--- src/sv/bias_stability_qualifier_defines.svh ---
// Assertion macros shared by the bias stability qualifier RTL.
// Depends on nothing; the including module supplies clk and rst_n.
`ifndef BIAS_STABILITY_QUALIFIER_DEFINES_SVH
`define BIAS_STABILITY_QUALIFIER_DEFINES_SVH

// Check a property on every rising edge outside of reset.
`define BSQ_ASSERT(lbl, prop, msg) \
    lbl: assert property (@(posedge clk) disable iff (!rst_n) (prop)) else $error(msg);

// Check a property on every rising edge, reset included.
`define BSQ_ASSERT_ALWAYS(lbl, prop, msg) \
    lbl: assert property (@(posedge clk) (prop)) else $error(msg);

`endif

--- src/sv/bsq_pkg.sv ---
// Shared types and constants of the bias stability qualifier.
// Depends on nothing; imported by every module of the block.
package bsq_pkg;

    localparam int AXES     = 3;
    localparam int TIME_W   = 48;
    localparam int BIAS_W   = 32;
    localparam int VAR_W    = 32;
    localparam int LIMIT_W  = 31;
    localparam int RATIO_W  = 16;
    localparam int NEED_W   = 32;
    localparam int SQ_W     = 2 * LIMIT_W;
    localparam int SUM_W    = SQ_W + 2;
    localparam int SCALED_W = SUM_W + 7;
    localparam int PROD_W   = RATIO_W + VAR_W;
    localparam int CFG_IDX_W  = 2;
    localparam int CFG_DATA_W = 32;

    // Register indexes of the configuration port
    localparam logic [CFG_IDX_W-1:0] REG_VAR_CEILING   = 2'd0;
    localparam logic [CFG_IDX_W-1:0] REG_RATIO_LIMIT   = 2'd1;
    localparam logic [CFG_IDX_W-1:0] REG_STABLE_NEEDED = 2'd2;

    localparam logic [VAR_W-1:0]   VAR_CEILING_RST   = 32'd4294967;
    localparam logic [RATIO_W-1:0] RATIO_LIMIT_RST   = 16'd100;
    localparam logic [NEED_W-1:0]  STABLE_NEEDED_RST = 32'd10000000;

    localparam logic [TIME_W-1:0] TIME_MAX = {TIME_W{1'b1}};

    // Step strobes that the sequencer hands to lanes and merge unit
    typedef struct packed {
        logic diff;
        logic square;
    } step_t;

    typedef struct packed {
        logic [TIME_W-1:0]                time_us;
        logic [AXES-1:0][BIAS_W-1:0]      bias;
        logic [AXES-1:0][VAR_W-1:0]       variance;
        logic [LIMIT_W-1:0]               drift_limit;
        logic                             estimate_ok;
        logic                             learning_ok;
        logic                             takeoff_edge;
    } item_t;

endpackage

--- src/sv/bsq_lane.sv ---
// One axis lane: distance from the reference bias, limit check and square.
// Depends on bsq_pkg.
module bsq_lane
    import bsq_pkg::*;
(
    input  logic               clk,
    input  step_t              step,
    input  logic [BIAS_W-1:0]  ref_bias,
    input  logic [BIAS_W-1:0]  bias,
    input  logic [LIMIT_W-1:0] drift_limit,
    output logic               over,
    output logic [SQ_W-1:0]    sq
);

    logic [BIAS_W:0]    diff;
    logic [BIAS_W:0]    mag;
    logic               over_reg;
    logic [LIMIT_W-1:0] mag_reg;
    logic [SQ_W-1:0]    sq_reg;

    always_comb
    begin
        diff = {ref_bias[BIAS_W-1], ref_bias} - {bias[BIAS_W-1], bias};
        mag  = diff[BIAS_W] ? (~diff + {{BIAS_W{1'b0}}, 1'b1}) : diff;
    end

    always_ff @(posedge clk)
    begin
        if (step.diff)
        begin
            over_reg <= (mag > {2'b00, drift_limit});
            mag_reg  <= mag[LIMIT_W-1:0];
        end
        // magnitude is below 2^31 whenever the square matters
        if (step.square)
        begin
            sq_reg <= SQ_W'(mag_reg) * SQ_W'(mag_reg);
        end
    end

    assign over = over_reg;
    assign sq   = sq_reg;

endmodule

--- config.mk ---
export PLATFORM = sky130hd
export DESIGN_NAME = bsq_lane
export DESIGN_NICKNAME = d
export VERILOG_FILES = /design/src/sv/bias_stability_qualifier_defines.svh /design/src/sv/bsq_pkg.sv /design/src/sv/bsq_lane.sv
export SDC_FILE = /design/constraint.sdc
export NUM_CORES = 2
export LEC_CHECK = 0
export BUFFER_PORTS_ARGS = -buffer_cell sky130_fd_sc_hd__buf_2
export CORE_MARGIN = 3
export CORE_UTILIZATION = 65
export CTS_BUF_LIST = sky130_fd_sc_hd__clkbuf_16
export CTS_CLUSTER_DIAMETER = 120
export CTS_CLUSTER_SIZE = 28
export DETAILED_ROUTE_END_ITERATION = 6
export GPL_ROUTABILITY_DRIVEN = 0
export HOLD_SLACK_MARGIN = 0.15
export PLACE_DENSITY = 0.84
export SKIP_LAST_GASP = 1
export SYNTH_ARGS = -nofsm -noshare
export SYNTH_HDL_FRONTEND = slang
export SYNTH_SLANG_ARGS = --single-unit
export TNS_END_PERCENT = 5
--- constraint.sdc ---
create_clock -name clk -period 9 [get_ports clk]
set_clock_uncertainty 0.2 [all_clocks]
set_input_delay 0.9 -clock clk [delete_from_list [all_inputs] [get_ports clk]]
set_output_delay 0.9 -clock clk [all_outputs]
set_load 0.02 [all_outputs]
======== Yosys cells after proc, flatten, opt, wreduce, memory -nomap -nowiden ========
Index checks and enable logic that the tools add are counted.
cells by class
  add/sub/neg operators ................... 2
  magnitude comparators ................... 1
  multiplexer cells ....................... 1
  multiply operators ...................... 1
  bitwise gates (word level) .............. 1
operators with widths
  cell                                                              count
  31-bit by 31-bit multiplier with 62-bit output                    1
  33-bit by 1-bit adder with 33-bit output (second input constant)  1
  33-bit by 31-bit > comparator with 1-bit output                   1
  33-bit 2-to-1 mux                                                 1
  33-bit inverter                                                   1
  32-bit by 32-bit subtractor with 33-bit output                    1
storage, ports and cells
  word-level logic and storage cells ...... 9
  register bits after elaboration ......... 94
  input bits .............................. 98

======== Depth between registers and ports, before layout ========
  depth in word-level cells ............... 5
  depth in mapped cells ................... 32
  gate-level depth less buffers ........... 30

======== Worst setup path after synthesis ========
Ideal clock, no wire load.
  path type ............................... register -> register
  start point ............................. register mag_reg[6]
  end point ............................... register sq_reg[59] (netlist: sq[59]) (data pin)
  setup slack ............................. 895 ps
  required time ........................... 8542 ps
  cell stages (with the launch flop) ...... 31
  arrival time ............................ 7647 ps
  setup time .............................. 258 ps
  cells stage by stage .................... edfxtp_1 -> clkbuf_1 -> clkbuf_1 -> nand2_1 -> fa_1 -> inv_1 -> fa_1 -> fa_1 -> inv_1 -> fa_1 -> inv_1 -> fa_1 -> inv_1 -> fa_1 -> inv_1 -> fa_1 -> inv_1 -> fa_1 -> inv_1 -> ha_1 -> clkbuf_1 -> nand3_1 -> nor3_1 -> a22oi_1 -> a2111oi_0 -> o2111ai_1 -> a31oi_1 -> a21oi_1 -> o31ai_1 -> a21oi_1 -> xnor2_1
between the ends
  word-level cells in the longest chain between the ends .. 1
RTL lines
  item                                            RTL line        text
  start: declaration                              bsq_lane.sv:18  logic [LIMIT_W-1:0] mag_reg;
  start signal: assignment                        bsq_lane.sv:32  mag_reg <= mag[LIMIT_W-1:0];
  31-bit by 31-bit multiplier with 62-bit output  bsq_lane.sv:37  sq_reg <= SQ_W'(mag_reg) * SQ_W'(mag_reg);
  end signal: assignment                          bsq_lane.sv:37
  end: declaration                                bsq_lane.sv:19  logic [SQ_W-1:0] sq_reg;
Every way passes these cells.
A chain may end at the register's enable or synchronous reset.

======== Worst setup path after layout ========
  start point ............................. register mag_reg[9]
  end point ............................... register sq_reg[61] (netlist: sq[61]) (data pin)
Same word-level chain as after synthesis.

==> flow_summary.json <==
{
  "diodes": 0,
  "cp.arrival_ns": 8.71,
  "grt_overflow": 0,
  "netlist_top_cells_count": "inv_1 (997), fa_1 (748), ha_1 (331), nand2_1 (330), and2_1 (188)",
  "critPathLaunch": "mag_reg[9]",
  "vias": 25100,
  "yosysMostFrequentCell": "inv_1",
  "cts-hold-fix-buffers": 0,
  "die_y_um": 233,
  "async_reset_ff_frac": 0,
  "grt_pass1_wl_mm": 139,
  "synth_top_cell_area_share": 0.446,
  "fin_crit_ns": 8.77,
  "synth.avg_cell_area_sq_um": 9.38,
  "finalNetCount": 4871,
  "die_w_um": 233,
  "clock_sinks": 93,
  "relSlewSlack": 0.357,
  "worstPathRequired_ns": 8.94,
  "min_period_over_period": 0.975,
  "status": "finished, final reports clean",
  "crit_slowest_cell": "edfxtp_1",
  "grt_max_degree": 62,
  "multi_input_area_sq_um": 26500,
  "wl_met3_mm": 7.88,
  "start_kind": "flip-flop",
  "synthCells": 3577,
  "dpl.hpwl_mm": 73.7,
  "cts_tree": "built",
  "port_buffers": 159,
  "routed.top_layer": "met5",
  "drt-initial-drc-count": 1845,
  "fmax_mhz": 114,
  "setup-violations-final": 0,
  "ys_ff_latch": 93,
  "ys_seq_area_frac": 0.0832,
  "path_buf_inv": 8,
  "min_delay_worst_endpoint": "sq[0]",
  "rsz0062_at_grt": "yes",
  "area_delta_synth_final_pct": 6.14,
  "reg2reg_setup_slack_ns": 0.23,
  "largest_reg_flops": 61,
  "hp-start": "mag_reg[0]",
  "fin_util": 0.704,
  "drv_slew": 0,
  "cts_inserted_buffers": 9,
  "crit_top_cell": "fa_1",
  "drcViolationCount": 0,
  "ff_latch_area_sq_um": 2790,
  "crit_family": "adder cells",
  "hold_path.class": "flip-flop to flip-flop",
  "placed_area_sq_um": 35200,
  "ios": 161,
  "dr.pass1.iters": 5,
  "wire_per_inst_um": 19.8,
  "rows": 82,
  "clk_pin_slew_ns": 0.08,
  "timing.rr.end": "sq[61]",
  "grt_antenna_before_repair": 1,
  "via_per_inst": 5.75,
  "core_sq_um": 50600,
  "critPathKind": "flip-flop to flip-flop",
  "routed_wl_mm": 86.6,
  "initial_core_util": 0.663,
  "slowest_delay_ns": 0.58,
  "netlist_area_sq_um": 33500,
  "synth_ff_type": "edfxtp_1",
  "ctsHtreeMaxLevel": 3,
  "holdPathStages": 1,
  "setup_tns_ns": 0,
  "rr_worst_depth": 28,
  "synth.net_count": 4754,
  "clock_path_buffers": 2,
  "yosys.area.top_type": "fa_1",
  "num-fill-cells": 3634,
  "grt_pass1_vias": 27200,
  "worstSetupEndpointType": "flip-flop",
  "worst_pin_slew_ns": 0.965,
  "die_area_sq_um": 54400,
  "met2_length_mm": 42.4,
  "final_area_sq_um": 35600,
  "synth_area_leaders": "fa_1 (45%), ha_1 (12%), inv_1 (11%)",
  "path_max_fanout": 12,
  "finalHoldViolations": 0,
  "met1_length_mm": 31.3,
  "ys_types": 77,
  "drive_gt1_frac": 0.0722,
  "ant_nets": 0,
  "worstSkewPairLatency_ns": 0.40,
  "clock-root-buffer": "clkbuf_16",
  "grt_usage": 0.331,
  "drv_cap": 0,
  "synth-edff-count": 93,
  "r2r_start": "mag_reg[9]",
  "ys_warn_count": 0
}
worst max-delay path by stage:
stage              to  slack (ns)  cells past startpoint
2_1_floorplan  sq[59]        0.89                     30
3_3_place_gp   sq[61]        0.44                     22
3_5_place_dp   sq[61]        0.22                     27
4_1_cts        sq[61]        0.19                     27
5_1_grt        sq[41]       -0.04                     24
6_report       sq[61]        0.23                     28
logic make-up after synthesis:
| group | share of synthesized area |
|---|---|
| buffers and inverters | 0.126 |
| adders and majority gates | 0.570 |
| and+or+nand+nor | 0.110 |
| AOI/OAI and AO/OA | 0.0753 |
| xor gates and xnor gates | 0.0344 |
| DFF | 0.0832 |
| muxes | 0.00153 |
| other | 0.000112 |
placed cells by master, fill, tap and decap left out, types with 42 or more instances in the layout:
master,Yosys,routed
xnor2_1,88,88
nand2_1,330,330
and2_1,188,188
ha_1,331,331
xor2_1,42,42
a21o_1,44,44
edfxtp_1,93,93
fa_1,748,748
buf_4,2,65
nor2_1,107,107
a21oi_1,116,116
inv_1,997,997
o21ai_0,69,69
buf_2,4,159
layer usage:
layer  GRT usage  up-vias
met5           0        -
met3      0.0682      344
met4       0.171        2
met1       0.408    12500
li1            -    11000
met2       0.554     1270
worst register-to-register path: cells and delay by family, from the launching register on:
family	cells	cell delay, ns
adders and majority gates	9	4.06
buffers and inverters	8	0.79
xor gates and xnor gates	1	0.13
AOI/OAI and AO/OA	6	1.82
and+or+nand+nor	4	0.94
DFF	1	0.58
final cells by class:
class | instances | area share
clock inverters | 7 | 0.00337
flip-flops and latches | 93 | 0.0784
inverters | 1000 | 0.105
repair buffers | 226 | 0.0372
clock buffers | 9 | 0.00633
multi-input cells | 2364 | 0.746
well taps | 672 | 0.0236
repair_timing:
item | 4_1_cts | 5_1_grt
endpoints found under the setup margin | 0 | 9
setup buffers | 0 | 5
resized for setup | 0 | 3
stage by stage:
| step | cells | hold WS [ns] | worst slack (ns) |
|---|---|---|---|
| final | 4371 | 0.797 | 0.229 |
| after detailed placement | 4350 | 0.755 | 0.216 |
| after CTS | 4366 | 0.762 | 0.192 |
| after global routing | 4371 | 0.787 | -0.0419 |
| after global placement | 4350 | 0.754 | 0.441 |
| after floorplan | 3577 | 0.317 | 0.895 |
Power is not shown: default switching activity piles up to over one toggle a cycle in this logic, so the estimate is an artifact.
