## config.mk

```make
export PLATFORM = sky130hd
export DESIGN_NAME = bsq_merge
export DESIGN_NICKNAME = d
export VERILOG_FILES = /design/src/sv/bias_stability_qualifier_defines.svh /design/src/sv/bsq_pkg.sv /design/src/sv/bsq_merge.sv
export SDC_FILE = /design/constraint.sdc
export NUM_CORES = 2
export LEC_CHECK = 0
export BUFFER_PORTS_ARGS = -buffer_cell sky130_fd_sc_hd__buf_2
export CORE_MARGIN = 10
export CORE_UTILIZATION = 55
export CTS_CLUSTER_DIAMETER = 80
export DETAILED_ROUTE_END_ITERATION = 8
export PLACE_DENSITY_LB_ADDON = 0.08
export RECOVER_POWER = 100
export SLEW_MARGIN = 15
export SYNTH_ARGS = -nofsm -noshare
export SYNTH_HDL_FRONTEND = slang
export SYNTH_SLANG_ARGS = --single-unit
```

## constraint.sdc

```tcl
create_clock -name clk -period 12 [get_ports clk]
set_input_delay 0.6 -clock clk [delete_from_list [all_inputs] [get_ports clk]]
set_output_delay 0.6 -clock clk [all_outputs]
set_load 0.05 [all_outputs]
```

## src/sv/bias_stability_qualifier_defines.svh

```systemverilog
// Assertion macros shared by the bias stability qualifier RTL.
// Depends on nothing; the including module supplies clk and rst_n.
`ifndef BIAS_STABILITY_QUALIFIER_DEFINES_SVH
`define BIAS_STABILITY_QUALIFIER_DEFINES_SVH

// Check a property on every rising edge outside of reset.
`define BSQ_ASSERT(lbl, prop, msg) \
    lbl: assert property (@(posedge clk) disable iff (!rst_n) (prop)) else $error(msg);

// Check a property on every rising edge, reset included.
`define BSQ_ASSERT_ALWAYS(lbl, prop, msg) \
    lbl: assert property (@(posedge clk) (prop)) else $error(msg);

`endif

```

## src/sv/bsq_pkg.sv

```systemverilog
// Shared types and constants of the bias stability qualifier.
// Depends on nothing; imported by every module of the block.
package bsq_pkg;

    localparam int AXES     = 3;
    localparam int TIME_W   = 48;
    localparam int BIAS_W   = 32;
    localparam int VAR_W    = 32;
    localparam int LIMIT_W  = 31;
    localparam int RATIO_W  = 16;
    localparam int NEED_W   = 32;
    localparam int SQ_W     = 2 * LIMIT_W;
    localparam int SUM_W    = SQ_W + 2;
    localparam int SCALED_W = SUM_W + 7;
    localparam int PROD_W   = RATIO_W + VAR_W;
    localparam int CFG_IDX_W  = 2;
    localparam int CFG_DATA_W = 32;

    // Register indexes of the configuration port
    localparam logic [CFG_IDX_W-1:0] REG_VAR_CEILING   = 2'd0;
    localparam logic [CFG_IDX_W-1:0] REG_RATIO_LIMIT   = 2'd1;
    localparam logic [CFG_IDX_W-1:0] REG_STABLE_NEEDED = 2'd2;

    localparam logic [VAR_W-1:0]   VAR_CEILING_RST   = 32'd4294967;
    localparam logic [RATIO_W-1:0] RATIO_LIMIT_RST   = 16'd100;
    localparam logic [NEED_W-1:0]  STABLE_NEEDED_RST = 32'd10000000;

    localparam logic [TIME_W-1:0] TIME_MAX = {TIME_W{1'b1}};

    // Step strobes that the sequencer hands to lanes and merge unit
    typedef struct packed {
        logic diff;
        logic square;
    } step_t;

    typedef struct packed {
        logic [TIME_W-1:0]                time_us;
        logic [AXES-1:0][BIAS_W-1:0]      bias;
        logic [AXES-1:0][VAR_W-1:0]       variance;
        logic [LIMIT_W-1:0]               drift_limit;
        logic                             estimate_ok;
        logic                             learning_ok;
        logic                             takeoff_edge;
    } item_t;

endpackage

```

## src/sv/bsq_merge.sv

```systemverilog
// Merge unit: combines the lane results and checks the variance spread.
// Depends on bsq_pkg; fed by the bsq_lane instances.
module bsq_merge
    import bsq_pkg::*;
(
    input  logic                        clk,
    input  step_t                       step,
    input  logic [AXES-1:0][VAR_W-1:0]  variance,
    input  logic [LIMIT_W-1:0]          drift_limit,
    input  logic                        estimate_ok,
    input  logic [VAR_W-1:0]            var_ceiling,
    input  logic [RATIO_W-1:0]          ratio_limit,
    input  logic [AXES-1:0]             lane_over,
    input  logic [AXES-1:0][SQ_W-1:0]   lane_sq,
    output logic                        est_valid,
    output logic                        moved
);

    logic [VAR_W-1:0]    vmax;
    logic [VAR_W-1:0]    vmin;
    logic [VAR_W-1:0]    vmax_reg;
    logic [VAR_W-1:0]    vmin_reg;
    logic [SQ_W-1:0]     limsq_reg;
    logic [PROD_W-1:0]   prod_reg;
    logic [SUM_W-1:0]    sum;
    logic [SCALED_W-1:0] scaled;

    always_comb
    begin
        vmax = variance[0];
        vmin = variance[0];
        for (int i = 1; i < AXES; i++)
        begin
            if (variance[i] > vmax)
                vmax = variance[i];
            if (variance[i] < vmin)
                vmin = variance[i];
        end
    end

    always_ff @(posedge clk)
    begin
        if (step.diff)
        begin
            vmax_reg  <= vmax;
            vmin_reg  <= vmin;
            limsq_reg <= SQ_W'(drift_limit) * SQ_W'(drift_limit);
        end
        if (step.square)
        begin
            prod_reg <= PROD_W'(ratio_limit) * PROD_W'(vmin_reg);
        end
    end

    // 100 * sum > limit^2 is the exact form of |d| > limit / 10
    always_comb
    begin
        sum = '0;
        for (int i = 0; i < AXES; i++)
            sum = sum + SUM_W'(lane_sq[i]);
        scaled = {1'b0, sum, 6'b0} + {2'b0, sum, 5'b0} + {5'b0, sum, 2'b0};
    end

    assign moved     = (|lane_over) || (scaled > SCALED_W'(limsq_reg));
    assign est_valid = estimate_ok && (vmax_reg < var_ceiling)
                       && (PROD_W'(vmax_reg) < prod_reg);

endmodule

```

After elaboration in Yosys (flattened, before gate mapping). Cells that the tools add are included.

Reductions and logical operators: 4. $mul: 2. Add/subtract/negate cells: 4. Magnitude comparators: 7. Muxes and demuxes: 4.

Operators by type and width (number): $mux W32 (4); $lt A32 B32 Y1 (3); $add A70 B69 Y71 (1); $add A71 B66 Y71 (1); $gt A71 B62 Y1 (1); $add A63 B62 Y64 (1); $gt A32 B32 Y1 (2); $add A62 B62 Y63 (1); $mul A31 B31 Y62 (1); $lt A32 B48 Y1 (1); $mul A16 B32 Y48 (1); $reduce_or A3 Y1 (1); $logic_and A1 B1 Y1 (2); $logic_or A1 B1 Y1 (1).

Register bits after elaboration: 174.

Depth between registers and ports, before layout.
Depth after elaboration: 6. Mapped depth: 41.

Worst setup path after synthesis. OpenSTA, ideal clock, no wires.

Kind: input to output. Start: in lane_sq[2] (netlist name). End: out moved. Cell stages on the path: 34. Path slack: 2927 ps. Path buffers: 0. Arrival time: 8473 ps. Path through: fa_1 ha_1 a21oi_1 o21ai_1 o41ai_2 a21o_1 o21ai_0 a31oi_1 o21ai_0 a21oi_1 o21ai_0 a311oi_1 xnor2_1 fa_1 ha_1 a21oi_1 o21ai_1 nor4_1 nor3_2 a211oi_2 nor2_1 a211oi_1 xnor2_1 ha_1 nand4_1 nand2b_1 a31oi_1 a2111oi_0 o22ai_1 o41ai_1 a2bb2oi_1 a211oi_1 nand4_1 or4_1.

Cells in the longest elaborated chain, start to end: 6.

Ends and longest elaborated chain: from (decl) (RTL line bsq_merge.sv:14) `input logic [AXES-1:0][SQ_W-1:0] lane_sq,`; $add A62 B62 Y63 (*) (RTL line bsq_merge.sv:60) `sum = sum + SUM_W'(lane_sq[i]);`; $add A63 B62 Y64 (*) (RTL line bsq_merge.sv:60); $add A70 B69 Y71 (RTL line bsq_merge.sv:61) `scaled = {1'b0, sum, 6'b0} + {2'b0, sum, 5'b0} + {5'b0, sum, 2'b0};`; $add A71 B66 Y71 (*) (RTL line bsq_merge.sv:61); $gt A71 B62 Y1 (*) (RTL line bsq_merge.sv:64) `assign moved = (|lane_over) || (scaled > SCALED_W'(limsq_reg));`; $logic_or A1 B1 Y1 (*) (RTL line bsq_merge.sv:64); to (decl) (RTL line bsq_merge.sv:16) `output logic moved`.

Every way passes the cells marked *; elsewhere a longest branch is shown, timed or not.

Final worst setup path.
Start: in drift_limit[6]. End: reg limsq_reg[61] (data pin).

Cells in the longest elaborated chain, start to end: 1.

Ends and longest elaborated chain: from (decl) (RTL line bsq_merge.sv:9) `input logic [LIMIT_W-1:0] drift_limit,`; $mul A31 B31 Y62 (RTL line bsq_merge.sv:47) `limsq_reg <= SQ_W'(drift_limit) * SQ_W'(drift_limit);`; to (signal assigned) (RTL line bsq_merge.sv:47); to (decl) (RTL line bsq_merge.sv:23) `logic [SQ_W-1:0] limsq_reg;`.

No other way between the ends. A chain may end at the register's enable or synchronous reset.

==> summary.txt <==
Status
  – Status: finished, violations left
  – Failing checks: max-capacitance violations, max-slew violations

Setup path
  – Crit-path slowest cell: clkbuf_1
  – Crit Path Class: in -> reg
  – Cell mode on critical path: fa_1
  – RR Startpoint: vmin_reg[15]$_DFFE_PP_
  – Worst Setup EP: limsq_reg[61]$_DFFE_PP_
  – Worst R2R Path Depth: 22
  – Crit path largest cell delay: 1.37 ns
  – Startpoint Class: primary input
  – WP depth: 28
  – Family with the most delay on the worst path: adder cells
  – Critical path data required time: 12.23 ns
  – Worst setup path start: drift_limit[6]
  – Crit end category: flop
  – Crit Path Max Fanout: 24
  – Reg2Reg Setup Slack: 3.70 ns
  – R2r endpoint: prod_reg[43]$_DFFE_PP_
  – Worst path arrival time: 11.41 ns
  – Worst Path Buf+Inv: 7

Finish
  – Most common library cell in the layout ignoring fill and taps: inv_1
  – Register area: 5190 um2
  – Max reg flops: 61
  – Post-Layout Cell Count: 8708
  – Filler cell count: 10500
  – Area grow syn2layout: 5.51%
  – Most frequent cells in the layout: inv_1, fa_1, nand2_1, ha_1, buf_2
  – Layout cells sized above 1: 0.0660
  – Nets: 9561
  – Footprint of the multi-input gates: 52300 um2

Logic synthesis
  – Sequential fraction of the synthesis area: 0.0804
  – Mapped Nets: 9395
  – Cells after synthesis: 7004
  – Synth warnings: 0
  – Syn_area_per_cell: 9.22 um2
  – Count of state elements after synthesis: 173
  – Ys flop type: edfxtp_1
  – Post-synth EDFFs: 173
  – Yosys cell types: 93
  – Async set or reset register ratio after synthesis: 0
  – Post-synthesis cell area: 64600 um2

Timing
  – Post-route clock skew: 0.0189 ns
  – Maximum clock frequency: 89.5 MHz
  – Hold Slack: 0.481 ns
  – Final Cycle Share: 0.932
  – Final setup margin: 0.822 ns
  – Final setup viols: 0
  – Slew HR: -1.57
  – Slew Limit Fails: 355
  – RSZ-0062 raised after global routing: false
  – Fin crit period: 11.18 ns
  – Setup_tns: 0 ns
  – Worst slew pin tran: 3.86 ns
  – Final Hold Violating Endpoints: 0

Placement
  – IO Port Bufs: 369
  – Cells after DPL: 8675
  – Hpwl dp: 142 mm
  – Setup WS pre-CTS: 1.82 ns
  – Routability cong.: 0.937

Global route
  – Vias in the first global route: 50800
  – Largest net degree at the start of global routing: 66
  – First-pass GRT wire length: 280 mm
  – Grt ovf: 0
  – Initial antenna violation count: 4
  – All-Layer GR Usage: 0.268

Die
  – Die width: 363 um
  – Die area: 132000 um2
  – Core ar.: 116000 um2
  – Rows: 125
  – Die height: 363 um
  – Initial Utilization: 0.555
  – Ports: 370

Clock tree
  – Clk pin slew, worst setup/hold paths: 0.08 ns
  – CTS resizes: 0
  – Total CTS buffers: 17
  – CTS H-tree depth: 4
  – CTS tree: done
  – Clk_lat worst skew: 0.50 ns
  – Max Root-Sink Buffers: 2
  – Setup bufs post-CTS: 0
  – Clock sink count: 173
  – Post-CTS Hold Buffers: 0
  – CTS root buf: clkbuf_16

Detailed routing
  – Antenna-violating nets left: 0
  – Initial DRC count: 2992
  – Drt first pass iters: 6
  – Drt drc: 0
  – Via density: 5.48
  – Post-Route WL: 173 mm
  – Drt wl/cell: 19.9 um
  – Via count: 47700

Hold path
  – Worst hold start: variance[64]
  – Hold Path Class: in -> reg

Job
  – Max-cap viol count: 9
## cells by family after synthesis
family / after synthesis / synth area share
xor gates and xnor gates: 251 / 0.0340
buffers and inverters: 1875 / 0.110
DFF: 173 / 0.0804
adders and majority gates: 2023 / 0.541
muxes: 128 / 0.0199
AOI/OAI and AO/OA: 926 / 0.0958
and+or+nand+nor: 1628 / 0.119
## through the flow
stage	utilization	cell area (um2)
after floorplan	-	64600
final	0.586	68100
after CTS	0.586	68200
after global placement	0.581	67600
after global routing	0.586	68100
after detailed placement	0.581	67600
## layout make-up
class	instances	area share
tap	1524	0.0280
antenna	1	0.0000367
multi-input combinational	4956	0.767
clock buffer	17	0.00624
sequential	173	0.0762
clock inverter	15	0.00285
timing repair buffer	400	0.0300
inverter	1622	0.0894
## layer usage
layer / GRT usage / routed length (um) / share of wire
met4: 0.0454 / 2700 / 0.016
met2: 0.411 / 75200 / 0.43
met3: 0.0468 / 12900 / 0.075
met5: 0 / 13 / 0.000075
met1: 0.400 / 82200 / 0.48
## cells in the mapped netlist (all sizes together), types with 46 or more instances
library cell / number / area, um2
a21o: 220 / 1650
a21oi: 283 / 1450
and2: 311 / 1950
clkbuf: 232 / 873
edfxtp: 173 / 5190
fa: 1281 / 25600
ha: 742 / 9280
inv: 1616 / 6070
mux2i: 124 / 1240
nand2: 758 / 2850
nand3: 56 / 280
nand4: 83 / 526
nor2: 211 / 792
nor2b: 46 / 288
o21ai: 152 / 768
xnor2: 144 / 1260
xor2: 107 / 937
## worst min path at each step
stage / endpoint / depth (start not counted)
4_1_cts: vmax_reg[0]$_DFFE_PP_ / 2
6_report: vmax_reg[0]$_DFFE_PP_ / 2
2_1_floorplan: prod_reg[0]$_DFFE_PP_ / 1
5_1_grt: vmax_reg[0]$_DFFE_PP_ / 2
3_5_place_dp: vmax_reg[0]$_DFFE_PP_ / 2
3_3_place_gp: vmax_reg[0]$_DFFE_PP_ / 2
Power is not shown: default switching activity piles up to over one toggle a cycle in this logic, so the estimate is an artifact.
